--- src/sv/sssv_pkg.sv ---
// Shared types and constants of the strided-slice view calculator.
// Used by the front, queue and back modules and by the top level; depends on nothing.
package sssv_pkg;

    localparam int unsigned OFS_W    = 48;
    localparam int unsigned SIZE_W   = 31;
    localparam int unsigned STRIDE_W = 32;
    localparam int unsigned IDX_W    = 32;
    localparam int unsigned STEP_W   = 31;
    localparam int unsigned MUL_W    = 2 * STRIDE_W;
    localparam int unsigned NORM_W   = IDX_W + 2;
    localparam int unsigned DIV_STEPS = SIZE_W;
    localparam int unsigned CNT_W    = $clog2(DIV_STEPS);

    // One normalized dimension, as the front hands it to the back.
    typedef struct packed {
        logic [OFS_W-1:0]    base_offset;
        logic                first_dim;
        logic [STRIDE_W-1:0] dim_stride;
        logic [SIZE_W-1:0]   begin_clamped;
        logic [SIZE_W-1:0]   length;
        logic [STEP_W-1:0]   step_size;
        logic                last_dim;
    } dim_desc_t;

    // Fill status of the queue between front and back.
    typedef struct packed {
        logic full;
        logic empty;
    } queue_status_t;

    typedef enum logic [2:0] {
        BK_IDLE = 3'b001,
        BK_CALC = 3'b010,
        BK_DONE = 3'b100
    } back_state_t;

endpackage

--- src/sv/sssv_front.sv ---
// Front part: wraps and clamps begin/end, forms the length, tracks the slice start.
// Depends on sssv_pkg.
module sssv_front (
    input  logic                              aclk,
    input  logic                              aresetn,
    input  logic                              in_valid,
    input  logic                              q_full,
    output logic                              push,
    input  logic [sssv_pkg::OFS_W-1:0]        base_offset,
    input  logic [sssv_pkg::SIZE_W-1:0]       dim_size,
    input  logic [sssv_pkg::STRIDE_W-1:0]     dim_stride,
    input  logic signed [sssv_pkg::IDX_W-1:0] begin_index,
    input  logic signed [sssv_pkg::IDX_W-1:0] end_index,
    input  logic [sssv_pkg::STEP_W-1:0]       step_size,
    input  logic                              last_dim,
    output sssv_pkg::dim_desc_t               desc
);

    logic                                at_start_reg;
    logic                                at_start_next;
    logic signed [sssv_pkg::NORM_W-1:0]  size_s;
    logic signed [sssv_pkg::NORM_W-1:0]  b_w;
    logic signed [sssv_pkg::NORM_W-1:0]  e_w;
    logic signed [sssv_pkg::NORM_W-1:0]  b_c;
    logic signed [sssv_pkg::NORM_W-1:0]  e_c;
    logic signed [sssv_pkg::NORM_W-1:0]  len_s;

    assign push = in_valid && !q_full;

    always_comb begin
        size_s = {{(sssv_pkg::NORM_W - sssv_pkg::SIZE_W){1'b0}}, dim_size};
        b_w = {{(sssv_pkg::NORM_W - sssv_pkg::IDX_W){begin_index[sssv_pkg::IDX_W-1]}},
               begin_index};
        e_w = {{(sssv_pkg::NORM_W - sssv_pkg::IDX_W){end_index[sssv_pkg::IDX_W-1]}},
               end_index};
        if (begin_index[sssv_pkg::IDX_W-1]) begin
            b_w = b_w + size_s;
        end
        if (end_index[sssv_pkg::IDX_W-1]) begin
            e_w = e_w + size_s;
        end
        if (b_w[sssv_pkg::NORM_W-1]) begin
            b_c = '0;
        end else if (b_w > size_s) begin
            b_c = size_s;
        end else begin
            b_c = b_w;
        end
        if (e_w < b_c) begin
            e_c = b_c;
        end else if (e_w > size_s) begin
            e_c = size_s;
        end else begin
            e_c = e_w;
        end
        // An empty range reports a begin of zero.
        if (b_c == e_c) begin
            b_c = '0;
            e_c = '0;
        end
        len_s = e_c - b_c;
    end

    always_comb begin
        desc.base_offset   = base_offset;
        desc.first_dim     = at_start_reg;
        desc.dim_stride    = dim_stride;
        desc.begin_clamped = b_c[sssv_pkg::SIZE_W-1:0];
        desc.length        = len_s[sssv_pkg::SIZE_W-1:0];
        // A zero step behaves as a step of one.
        desc.step_size     = (step_size == '0) ? sssv_pkg::STEP_W'(1) : step_size;
        desc.last_dim      = last_dim;
    end

    assign at_start_next = push ? last_dim : at_start_reg;

    always_ff @(posedge aclk) begin
        if (!aresetn) begin
            at_start_reg <= 1'b1;
        end else begin
            at_start_reg <= at_start_next;
        end
    end

endmodule

--- src/sv/sssv_queue.sv ---
// Short queue of normalized dimensions between the front and the back.
// Depends on sssv_pkg.
module sssv_queue #(
    parameter int unsigned DEPTH = 2
) (
    input  logic                     aclk,
    input  logic                     aresetn,
    input  logic                     push,
    input  sssv_pkg::dim_desc_t      din,
    input  logic                     pop,
    output sssv_pkg::dim_desc_t      dout,
    output sssv_pkg::queue_status_t  status
);

    localparam int unsigned PTR_W = (DEPTH > 1) ? $clog2(DEPTH) : 1;
    localparam int unsigned CNT_W = $clog2(DEPTH + 1);

    sssv_pkg::dim_desc_t entry_reg [DEPTH];
    logic [PTR_W-1:0]    wr_ptr_reg, wr_ptr_next;
    logic [PTR_W-1:0]    rd_ptr_reg, rd_ptr_next;
    logic [CNT_W-1:0]    count_reg, count_next;
    logic                do_push;
    logic                do_pop;

    assign status.full  = (count_reg == CNT_W'(DEPTH));
    assign status.empty = (count_reg == '0);
    assign do_push = push && !status.full;
    assign do_pop  = pop && !status.empty;
    assign dout    = entry_reg[rd_ptr_reg];

    always_comb begin
        wr_ptr_next = wr_ptr_reg;
        rd_ptr_next = rd_ptr_reg;
        count_next  = count_reg;
        if (do_push) begin
            wr_ptr_next = (wr_ptr_reg == PTR_W'(DEPTH - 1)) ? '0 : wr_ptr_reg + 1'b1;
        end
        if (do_pop) begin
            rd_ptr_next = (rd_ptr_reg == PTR_W'(DEPTH - 1)) ? '0 : rd_ptr_reg + 1'b1;
        end
        if (do_push && !do_pop) begin
            count_next = count_reg + 1'b1;
        end else if (do_pop && !do_push) begin
            count_next = count_reg - 1'b1;
        end
    end

    always_ff @(posedge aclk) begin
        if (!aresetn) begin
            wr_ptr_reg <= '0;
            rd_ptr_reg <= '0;
            count_reg  <= '0;
        end else begin
            wr_ptr_reg <= wr_ptr_next;
            rd_ptr_reg <= rd_ptr_next;
            count_reg  <= count_next;
        end
    end

    always_ff @(posedge aclk) begin
        if (do_push) begin
            entry_reg[wr_ptr_reg] <= din;
        end
    end

endmodule

--- src/sv/sssv_back.sv ---
// Back part: shared multiplier, radix-2 divider for the ceiling, offset accumulation
// and the output register. Depends on sssv_pkg.
module sssv_back (
    input  logic                           aclk,
    input  logic                           aresetn,
    input  sssv_pkg::dim_desc_t            desc,
    input  sssv_pkg::queue_status_t        q_status,
    output logic                           pop,
    output logic                           m_valid,
    input  logic                           m_ready,
    output logic [sssv_pkg::SIZE_W-1:0]    m_new_size,
    output logic [sssv_pkg::OFS_W-1:0]     m_new_stride,
    output logic [sssv_pkg::OFS_W-1:0]     m_offset_so_far,
    output logic                           m_overflow,
    output logic                           m_is_last
);

    localparam int unsigned PROD_W = sssv_pkg::MUL_W - 1;
    localparam int unsigned HI_W   = PROD_W - sssv_pkg::OFS_W;

    sssv_pkg::back_state_t             state_reg, state_next;
    logic [sssv_pkg::CNT_W-1:0]        cnt_reg;
    sssv_pkg::dim_desc_t               cur_reg;
    logic [sssv_pkg::SIZE_W-1:0]       rem_reg;
    logic [sssv_pkg::SIZE_W-1:0]       quo_reg;
    logic [PROD_W-1:0]                 pstride_reg;
    logic [PROD_W-1:0]                 pofs_reg;
    logic [sssv_pkg::OFS_W-1:0]        running_reg;
    logic                              m_valid_reg;
    logic [sssv_pkg::SIZE_W-1:0]       size_reg;
    logic [sssv_pkg::OFS_W-1:0]        stride_reg;
    logic [sssv_pkg::OFS_W-1:0]        ofs_reg;
    logic                              ovf_reg;
    logic                              last_reg;

    logic [sssv_pkg::STRIDE_W-1:0]     mul_b;
    logic [sssv_pkg::MUL_W-1:0]        mul_full;
    logic [sssv_pkg::SIZE_W:0]         trial;
    logic                              trial_ge;
    logic [sssv_pkg::SIZE_W:0]         trial_sub;
    logic [sssv_pkg::OFS_W-1:0]        acc_in;
    logic [sssv_pkg::OFS_W:0]          acc_sum;
    logic                              out_free;
    logic                              finish;

    // The multiplier forms stride * step in the first cycle and begin * stride next.
    assign mul_b = (cnt_reg == '0) ? {1'b0, cur_reg.step_size}
                                   : {1'b0, cur_reg.begin_clamped};
    assign mul_full = {{sssv_pkg::STRIDE_W{1'b0}}, cur_reg.dim_stride}
                    * {{sssv_pkg::STRIDE_W{1'b0}}, mul_b};

    assign trial     = {rem_reg, quo_reg[sssv_pkg::SIZE_W-1]};
    assign trial_ge  = (trial >= {1'b0, cur_reg.step_size});
    assign trial_sub = trial - {1'b0, cur_reg.step_size};

    assign acc_in   = cur_reg.first_dim ? cur_reg.base_offset : running_reg;
    assign acc_sum  = {1'b0, acc_in} + {1'b0, pofs_reg[sssv_pkg::OFS_W-1:0]};
    assign out_free = !m_valid_reg || m_ready;
    assign pop      = (state_reg == sssv_pkg::BK_IDLE) && !q_status.empty;
    assign finish   = (state_reg == sssv_pkg::BK_DONE) && out_free;

    always_comb begin
        state_next = state_reg;
        case (state_reg)
            sssv_pkg::BK_IDLE: begin
                if (!q_status.empty) begin
                    state_next = sssv_pkg::BK_CALC;
                end
            end
            sssv_pkg::BK_CALC: begin
                if (cnt_reg == sssv_pkg::CNT_W'(sssv_pkg::DIV_STEPS - 1)) begin
                    state_next = sssv_pkg::BK_DONE;
                end
            end
            sssv_pkg::BK_DONE: begin
                if (out_free) begin
                    state_next = sssv_pkg::BK_IDLE;
                end
            end
            default: begin
                state_next = sssv_pkg::BK_IDLE;
            end
        endcase
    end

    always_ff @(posedge aclk) begin
        if (!aresetn) begin
            state_reg   <= sssv_pkg::BK_IDLE;
            cnt_reg     <= '0;
            running_reg <= '0;
            m_valid_reg <= 1'b0;
        end else begin
            state_reg <= state_next;
            if (state_reg == sssv_pkg::BK_CALC) begin
                cnt_reg <= cnt_reg + 1'b1;
            end else begin
                cnt_reg <= '0;
            end
            if (finish) begin
                running_reg <= cur_reg.last_dim ? '0 : acc_sum[sssv_pkg::OFS_W-1:0];
                m_valid_reg <= 1'b1;
            end else if (m_ready) begin
                m_valid_reg <= 1'b0;
            end
        end
    end

    always_ff @(posedge aclk) begin
        if (pop) begin
            cur_reg <= desc;
            rem_reg <= '0;
            quo_reg <= desc.length;
        end
        if (state_reg == sssv_pkg::BK_CALC) begin
            rem_reg <= trial_ge ? trial_sub[sssv_pkg::SIZE_W-1:0]
                                : trial[sssv_pkg::SIZE_W-1:0];
            quo_reg <= {quo_reg[sssv_pkg::SIZE_W-2:0], trial_ge};
            if (cnt_reg == '0) begin
                pstride_reg <= mul_full[PROD_W-1:0];
            end
            if (cnt_reg == sssv_pkg::CNT_W'(1)) begin
                pofs_reg <= mul_full[PROD_W-1:0];
            end
        end
        if (finish) begin
            // A nonzero remainder rounds the quotient up.
            size_reg   <= quo_reg + sssv_pkg::SIZE_W'(rem_reg != '0);
            stride_reg <= pstride_reg[sssv_pkg::OFS_W-1:0];
            ofs_reg    <= acc_sum[sssv_pkg::OFS_W-1:0];
            ovf_reg    <= (pstride_reg[PROD_W-1 -: HI_W] != '0)
                       || (pofs_reg[PROD_W-1 -: HI_W] != '0)
                       || acc_sum[sssv_pkg::OFS_W];
            last_reg   <= cur_reg.last_dim;
        end
    end

    assign m_valid         = m_valid_reg;
    assign m_new_size      = size_reg;
    assign m_new_stride    = stride_reg;
    assign m_offset_so_far = ofs_reg;
    assign m_overflow      = ovf_reg;
    assign m_is_last       = last_reg;

endmodule

--- src/sv/strided_slice_view_calc_core.sv ---
// Top level of the strided-slice view calculator: front, queue and back.
// Depends on sssv_pkg, sssv_front, sssv_queue and sssv_back.
//
// Usage: each input item on the s_ channel carries one dimension of a source view:
// extent, stride, begin, end, step and a flag for the last dimension of the slice.
// The base offset is taken on the first dimension of a slice and ignored after.
// Each item yields exactly one result item on the m_ channel, in order: the new
// extent, the new stride, the running storage offset and an overflow flag for this
// dimension. When m_is_last is high, m_offset_so_far is the final offset.
//
// Timing: the back runs a radix-2 divider for the ceiling of length over step, one
// quotient bit per cycle, so one item occupies the back for its load, 31 divider
// steps and the finish. With an idle back, a taken item passes through the queue,
// is loaded into the back and divided, and m_valid rises as its result is written
// to the output register. The back takes no new item before it is through with the
// last. The two products share one multiplier during the first two divider steps.
//
// Reset clears the queue, the running offset and the output valid, and marks the
// next item as the first dimension of a slice. When the receiver stalls, the result
// holds in the output register, the back waits, and the front keeps taking items
// until the queue of QUEUE_DEPTH entries is full; s_ready then drops.
module strided_slice_view_calc_core #(
    parameter int unsigned QUEUE_DEPTH = 2
) (
    input  logic                              aclk,
    input  logic                              aresetn,
    input  logic                              s_valid,
    output logic                              s_ready,
    input  logic [sssv_pkg::OFS_W-1:0]        s_base_offset,
    input  logic [sssv_pkg::SIZE_W-1:0]       s_dim_size,
    input  logic [sssv_pkg::STRIDE_W-1:0]     s_dim_stride,
    input  logic signed [sssv_pkg::IDX_W-1:0] s_begin_index,
    input  logic signed [sssv_pkg::IDX_W-1:0] s_end_index,
    input  logic [sssv_pkg::STEP_W-1:0]       s_step_size,
    input  logic                              s_last_dim,
    output logic                              m_valid,
    input  logic                              m_ready,
    output logic [sssv_pkg::SIZE_W-1:0]       m_new_size,
    output logic [sssv_pkg::OFS_W-1:0]        m_new_stride,
    output logic [sssv_pkg::OFS_W-1:0]        m_offset_so_far,
    output logic                              m_overflow,
    output logic                              m_is_last
);

    sssv_pkg::dim_desc_t     front_desc;
    sssv_pkg::dim_desc_t     back_desc;
    sssv_pkg::queue_status_t q_status;
    logic                    q_push;
    logic                    q_pop;

    // An item is taken whenever the queue has room.
    assign s_ready = !q_status.full;

    sssv_front u_front (
        .aclk        (aclk),
        .aresetn     (aresetn),
        .in_valid    (s_valid),
        .q_full      (q_status.full),
        .push        (q_push),
        .base_offset (s_base_offset),
        .dim_size    (s_dim_size),
        .dim_stride  (s_dim_stride),
        .begin_index (s_begin_index),
        .end_index   (s_end_index),
        .step_size   (s_step_size),
        .last_dim    (s_last_dim),
        .desc        (front_desc)
    );

    sssv_queue #(
        .DEPTH (QUEUE_DEPTH)
    ) u_queue (
        .aclk    (aclk),
        .aresetn (aresetn),
        .push    (q_push),
        .din     (front_desc),
        .pop     (q_pop),
        .dout    (back_desc),
        .status  (q_status)
    );

    sssv_back u_back (
        .aclk            (aclk),
        .aresetn         (aresetn),
        .desc            (back_desc),
        .q_status        (q_status),
        .pop             (q_pop),
        .m_valid         (m_valid),
        .m_ready         (m_ready),
        .m_new_size      (m_new_size),
        .m_new_stride    (m_new_stride),
        .m_offset_so_far (m_offset_so_far),
        .m_overflow      (m_overflow),
        .m_is_last       (m_is_last)
    );

endmodule

--- config.mk ---
export PLATFORM = sky130hd
export DESIGN_NAME = strided_slice_view_calc_core
export DESIGN_NICKNAME = d
export VERILOG_FILES = /design/src/sv/sssv_pkg.sv /design/src/sv/sssv_front.sv /design/src/sv/sssv_queue.sv /design/src/sv/sssv_back.sv /design/src/sv/strided_slice_view_calc_core.sv
export SDC_FILE = /design/constraint.sdc
export NUM_CORES = 2
export LEC_CHECK = 0
export BUFFER_PORTS_ARGS = -buffer_cell sky130_fd_sc_hd__buf_2
export CORE_MARGIN = 4
export CORE_UTILIZATION = 40
export DETAILED_ROUTE_END_ITERATION = 8
export PLACE_DENSITY = 0.53
export REMOVE_ABC_BUFFERS = 1
export SYNTH_ARGS = -nofsm -noshare
export SYNTH_HDL_FRONTEND = slang
export SYNTH_SLANG_ARGS = --single-unit
--- constraint.sdc ---
create_clock -name aclk -period 35.5 [get_ports aclk]
set_input_delay 1.775 -clock aclk [delete_from_list [all_inputs] [get_ports aclk]]
set_output_delay 1.775 -clock aclk [all_outputs]
set_load 0.005 [all_outputs]
; Word level (Yosys, flattened, before mapping)
; Memories as Yosys holds them, arrays and structs flattened. A register that Yosys moved wholly into a read port is not among the register bits.
; Index checks and enable logic that the tools add are counted.
; W data, S select, Z words.
[word_totals]
ff_bits = 523
ram_bits = 350
inputBits = 211
wordCells = 109
mem_count = 1
[classes]
n_addsub = 11
mul = 1
magnitude_cmp = 4
n_eq_ne = 10
mux = 31
reduce_logical = 28
[memory_table]
columns = memory, depth, width, rd, rd_clocked_by_memory_dff, wr, line
row1 = u_queue.entry_reg, 2, 175, 1, 1, 1, sssv_queue.sv:18  ; sssv_pkg::dim_desc_t entry_reg [DEPTH];
[ops]
columns = operator, n
row1 = $mux W31, 9
row2 = $mux W34, 4
row3 = $mux W48, 2
row4 = $gt A34 B32 Y1, 2
row5 = $add A32 B32 Y33, 2
row6 = $mux W33, 2
row7 = $mul A32 B32 Y63, 1
row8 = $sub A31 B31 Y31, 2
row9 = $add A48 B48 Y49, 1
row10 = $eq A34 B34 Y1, 1
row11 = $lt A34 B34 Y1, 1
row12 = $ge A32 B31 Y1, 1
row13 = $add A31 B1 Y31, 1
row14 = $logic_not A31 Y1, 1
row15 = $reduce_bool A31 Y1, 1
row16 = $reduce_bool A15 Y1, 2
row17 = $mux W3, 3
row18 = $pmux W3 S3, 1
row19 = $mux W1, 8
row20 = $logic_and A1 B1 Y1, 7
row21 = $reduce_and A2 Y1, 3
row22 = $reduce_bool A2 Y1, 3
row23 = $add A5 B1 Y5 const B, 1
row24 = $eq A5 B1 Y1 const B, 1
row25 = 16 further kinds, 25

; Longest topological paths before layout
[depth]
depth_word = 10
ltp_mapped = 60
mapped_depth_nobuf = 58

; Hierarchy
; A second synthesis with hierarchy kept.
[unflattened]
cells_unflattened = 7298
area_unflattened_um2 = 77872.2
[modules_own_cells]
columns = module, instances, cells_per_inst, area_per_inst_um2, seq_area_each_um2
row1 = sssv_back, 1, 5323, 55029.0, 14984.4
row2 = sssv_queue, 1, 569, 12908.6, 10610.2
row3 = sssv_front, 1, 1405, 9930.8, 20.0
row4 = strided_slice_view_calc_core, 1, 1, 3.8, 0.0

; Worst setup path before layout
; OpenSTA, ideal clock, no wires.
[synth_timing]
kind = input port to flip-flop
start = input port s_dim_size[0] in the netlist's numbering
end = memory u_queue.entry_reg[0][62] in the netlist's numbering, data pin
t_arrival_ns = 12.301
path_slack_ns = 22.936
stages = 60
n_path_buf = 2
path_cell_list = ha_1 > inv_1 > fa_1 > nor2b_1 > o31a_1 > o21ba_2 > nor4_2 > nor2_1 > o211ai_2 > a21boi_1 > a31oi_1 > a31oi_1 > xor2_1 > mux2_2 > ha_1 > nand2_1 > or2_2 > nor3_1 > (+24 left out) > ha_1 > inv_1 > fa_1 > a21o_1 > a21oi_1 > o21ai_0 > nor4b_1 > a2111oi_0 > nand2_1 > a41oi_1 > o2bb2ai_1 > o21ai_0 > nor3_1 > o21ai_0 > a31oi_1 > o21ai_0 > a21oi_1 > xnor2_1
[synth_lines]
columns = element, line
row1 = start: declaration, strided_slice_view_calc_core.sv:30  ; input logic [sssv_pkg::SIZE_W-1:0] s_dim_size,
row2 = end: declaration, sssv_queue.sv:18

==> flow_summary.yaml <==
cts:
  cts_root_buf: "clkbuf_16"
  ctsResizeCount: 0
  cts_setup_buffers: 0
  cts.sinks: 874
  numCtsBuffers: 98
  cts_tree: "built"
  cts.clk_slew.worst_paths_ps: 60
  worstSkewPairLatency_ps: 760
  ctsHtreeMaxLevel: 3
  clock_path_buffers: 3
  ctsHoldBuffers: 0
sta:
  hold_violations: 0
  finClkSkew_ps: 70.3
  slew_viol_final: 0
  setup_viol: 0
  finalCriticalPeriod_ps: 14440
  tightest_slew_ps: 1140
  timing.final.crit_share_pct: 40.7
  slew_headroom_pct: 23.9
  rsz0062_at_grt: "false"
  fmax_ghz: 0.0693
  fin_setup_tns_ps: 0
run_status:
  status: "complete, no violations"
worst_setup_path:
  cp.arrival_ps: 14890
  worst-endpoint-required_ps: 35950
  path_common_cell: "a21o_1"
  critPathKind: "input pin to flip-flop"
  crit_path_max_incr_delay_ps: 570
  startpoint_type: "input pin"
  cp_max_fo: 26
  end_kind: "flip-flop"
  cpMaxStageDelayCell: "a2111oi_0"
yosys:
  syn-instance-count: 7009
  synth.top_cell.area_share_pct: 32.3
  synth_commonest_cells: "inv_1 (1039), nand2_1 (938), fa_1 (871)"
  post_synth_main_area_contributors: "edfxtp_1 (32%), fa_1 (23%), ha_1 (8.8%), inv_1 (5.2%), nand2_1 (4.7%)"
  ys_types: 96
  synth.most_common_cell: "inv_1"
  yosys_most_used_dff: "edfxtp_1"
  synth_edf_count: 811
  synth_area_per_cell_sq_um: 10.7
  ys_seq_area_share_pct: 34.0
  ys_ff_latch: 874
  yosys_warnings: 0
  async_flop_share_pct: 0
  synth_top_cell_by_area: "edfxtp_1"
  syn_area_sq_mm: 0.0753
layout:
  fillCellCount: 17700
  largest_reg_flops: 350
  fin_util_pct: 44.2
  drive_above_1_share_pct: 12.3
  nets: 8822
  syn_to_final_growth_pct: 10.2
floorplan:
  initial_core_util_pct: 40.2
  rows: 159
  die_h_um: 442
  die_x_um: 442
  dieArea_sq_mm: 0.195
  ios: 342
  core_sq_mm: 0.188
placement:
  io_buffers: 341
  gp_congestion: 0.896
  hpwl_um: 164000
global_route:
  grt_pass1_wl_um: 331000
  grt_usage_pct: 22.1
  grt_pass1_vias: 54300
  grt_max_degree: 130
  grt_overflow: 0
  antenna_found_initial: 18
routing:
  first_pass_iters: 6
  via_per_inst: 5.23
  avgRoutedWirePerCell_um: 22.1
  ant_nets: 0
  vias: 51300
  route.detailed.drc: 0
  drt_iter0_drc: 3271
  wl_um: 216000
run:
  cap_violations: 0
hold_path:
  hold_path_class: "flip-flop to flip-flop"
per-stage QoR:
step / hold WS [ps] / instances / cell area, sq um / setup WS (ps)
6_report: 391 / 9802 / 83000 / 21060
3_5_place_dp: 405 / 9608 / 79600 / 20420
4_1_cts: 379 / 9792 / 83000 / 21120
3_3_place_gp: 404 / 9608 / 79600 / 20520
5_1_grt: 396 / 9800 / 83000 / 19880
2_1_floorplan: 400 / 6687 / 74000 / 22060
cell usage in the layout (no fill, tap or decap), types with 16 or more instances in the layout:
| cell type | instances |
|---|---|
| ha_1 | 527 |
| and2_1 | 175 |
| o21bai_1 | 34 |
| inv_1 | 1037 |
| dfxtp_1 | 62 |
| o21a_1 | 47 |
| or2_1 | 30 |
| a211oi_1 | 32 |
| xor2_1 | 61 |
| buf_4 | 84 |
| and3_1 | 25 |
| fa_1 | 871 |
| nand4_1 | 47 |
| o211ai_1 | 19 |
| nand3_1 | 77 |
| a31oi_1 | 21 |
| buf_2 | 341 |
| clkbuf_16 | 98 |
| clkinv_1 | 18 |
| mux2_2 | 257 |
| a21boi_0 | 16 |
| nor2_1 | 269 |
| nor2b_1 | 172 |
| nand2b_1 | 48 |
| edfxtp_1 | 811 |
| o21ai_0 | 191 |
| nor4_1 | 29 |
| mux2i_1 | 79 |
| a21o_1 | 111 |
| nand2_1 | 937 |
| a22oi_1 | 43 |
| nor3_1 | 49 |
| a21oi_1 | 222 |
| xnor2_1 | 163 |
worst paths after layout:
kind | depth (start not counted) | slack (ps) | startpoint | end
max | 60 | 21060 | s_dim_size[0] | u_queue.entry_reg[1][62]
min | 0 | 390 | u_back.pstride_reg[46] | u_back.m_new_stride[46]
max reg2reg | 34 | 24230 | u_back.cnt_reg[2] | u_back.pstride_reg[61]
min reg2reg | 0 | 390 | u_back.pstride_reg[46] | u_back.m_new_stride[46]
worst max-delay path, delay by kind of cell:
kind | cells | cell delay (ps)
adders and majority gates | 6 | 1850
AOI/OAI and AO/OA | 34 | 7610
muxes | 1 | 310
buffers and inverters | 4 | 740
and+or+nand+nor | 13 | 2340
xor gates and xnor gates | 2 | 190
routing by layer:
layer,vias up,part of all wire [%],wire length (um),track usage (%)
met2,1315,49,105000,37.4
met3,310,4.5,9650,2.64
met1,26100,43,92400,28.9
li1,23600,-,-,-
met4,0,4.1,8900,8.80
met5,-,0,0,0
layout make-up:
| class | instances | area (sq um) | area share, % |
|---|---|---|---|
| Clock buffer | 123 | 2670 | 3.21 |
| Clock inverter | 61 | 703 | 0.847 |
| Tap cell | 2495 | 3120 | 3.76 |
| Sequential cell | 874 | 25600 | 30.9 |
| Antenna cell | 10 | 25.0 | 0.0301 |
| Inverter | 1040 | 3910 | 4.71 |
| Multi-Input combinational cell | 4773 | 44600 | 53.7 |
| Timing Repair Buffer | 426 | 2360 | 2.84 |
cells by family after synthesis:
| family | count (synthesis) | share of synthesized area, % |
|---|---|---|
| XOR/XNOR | 224 | 2.60 |
| multiplexers | 340 | 4.95 |
| other | 1 | 0.00498 |
| buffers and inverters | 1362 | 6.93 |
| AO/OA/AOI/OAI | 881 | 7.70 |
| adder cells (fa/ha/maj) | 1398 | 31.9 |
| AND/OR/NAND/NOR | 1929 | 11.9 |
| flip-flops | 874 | 34.0 |
Power is left out: the tool's default activity adds up to more than one toggle a clock period on the data nets, which glitch-free logic cannot reach.
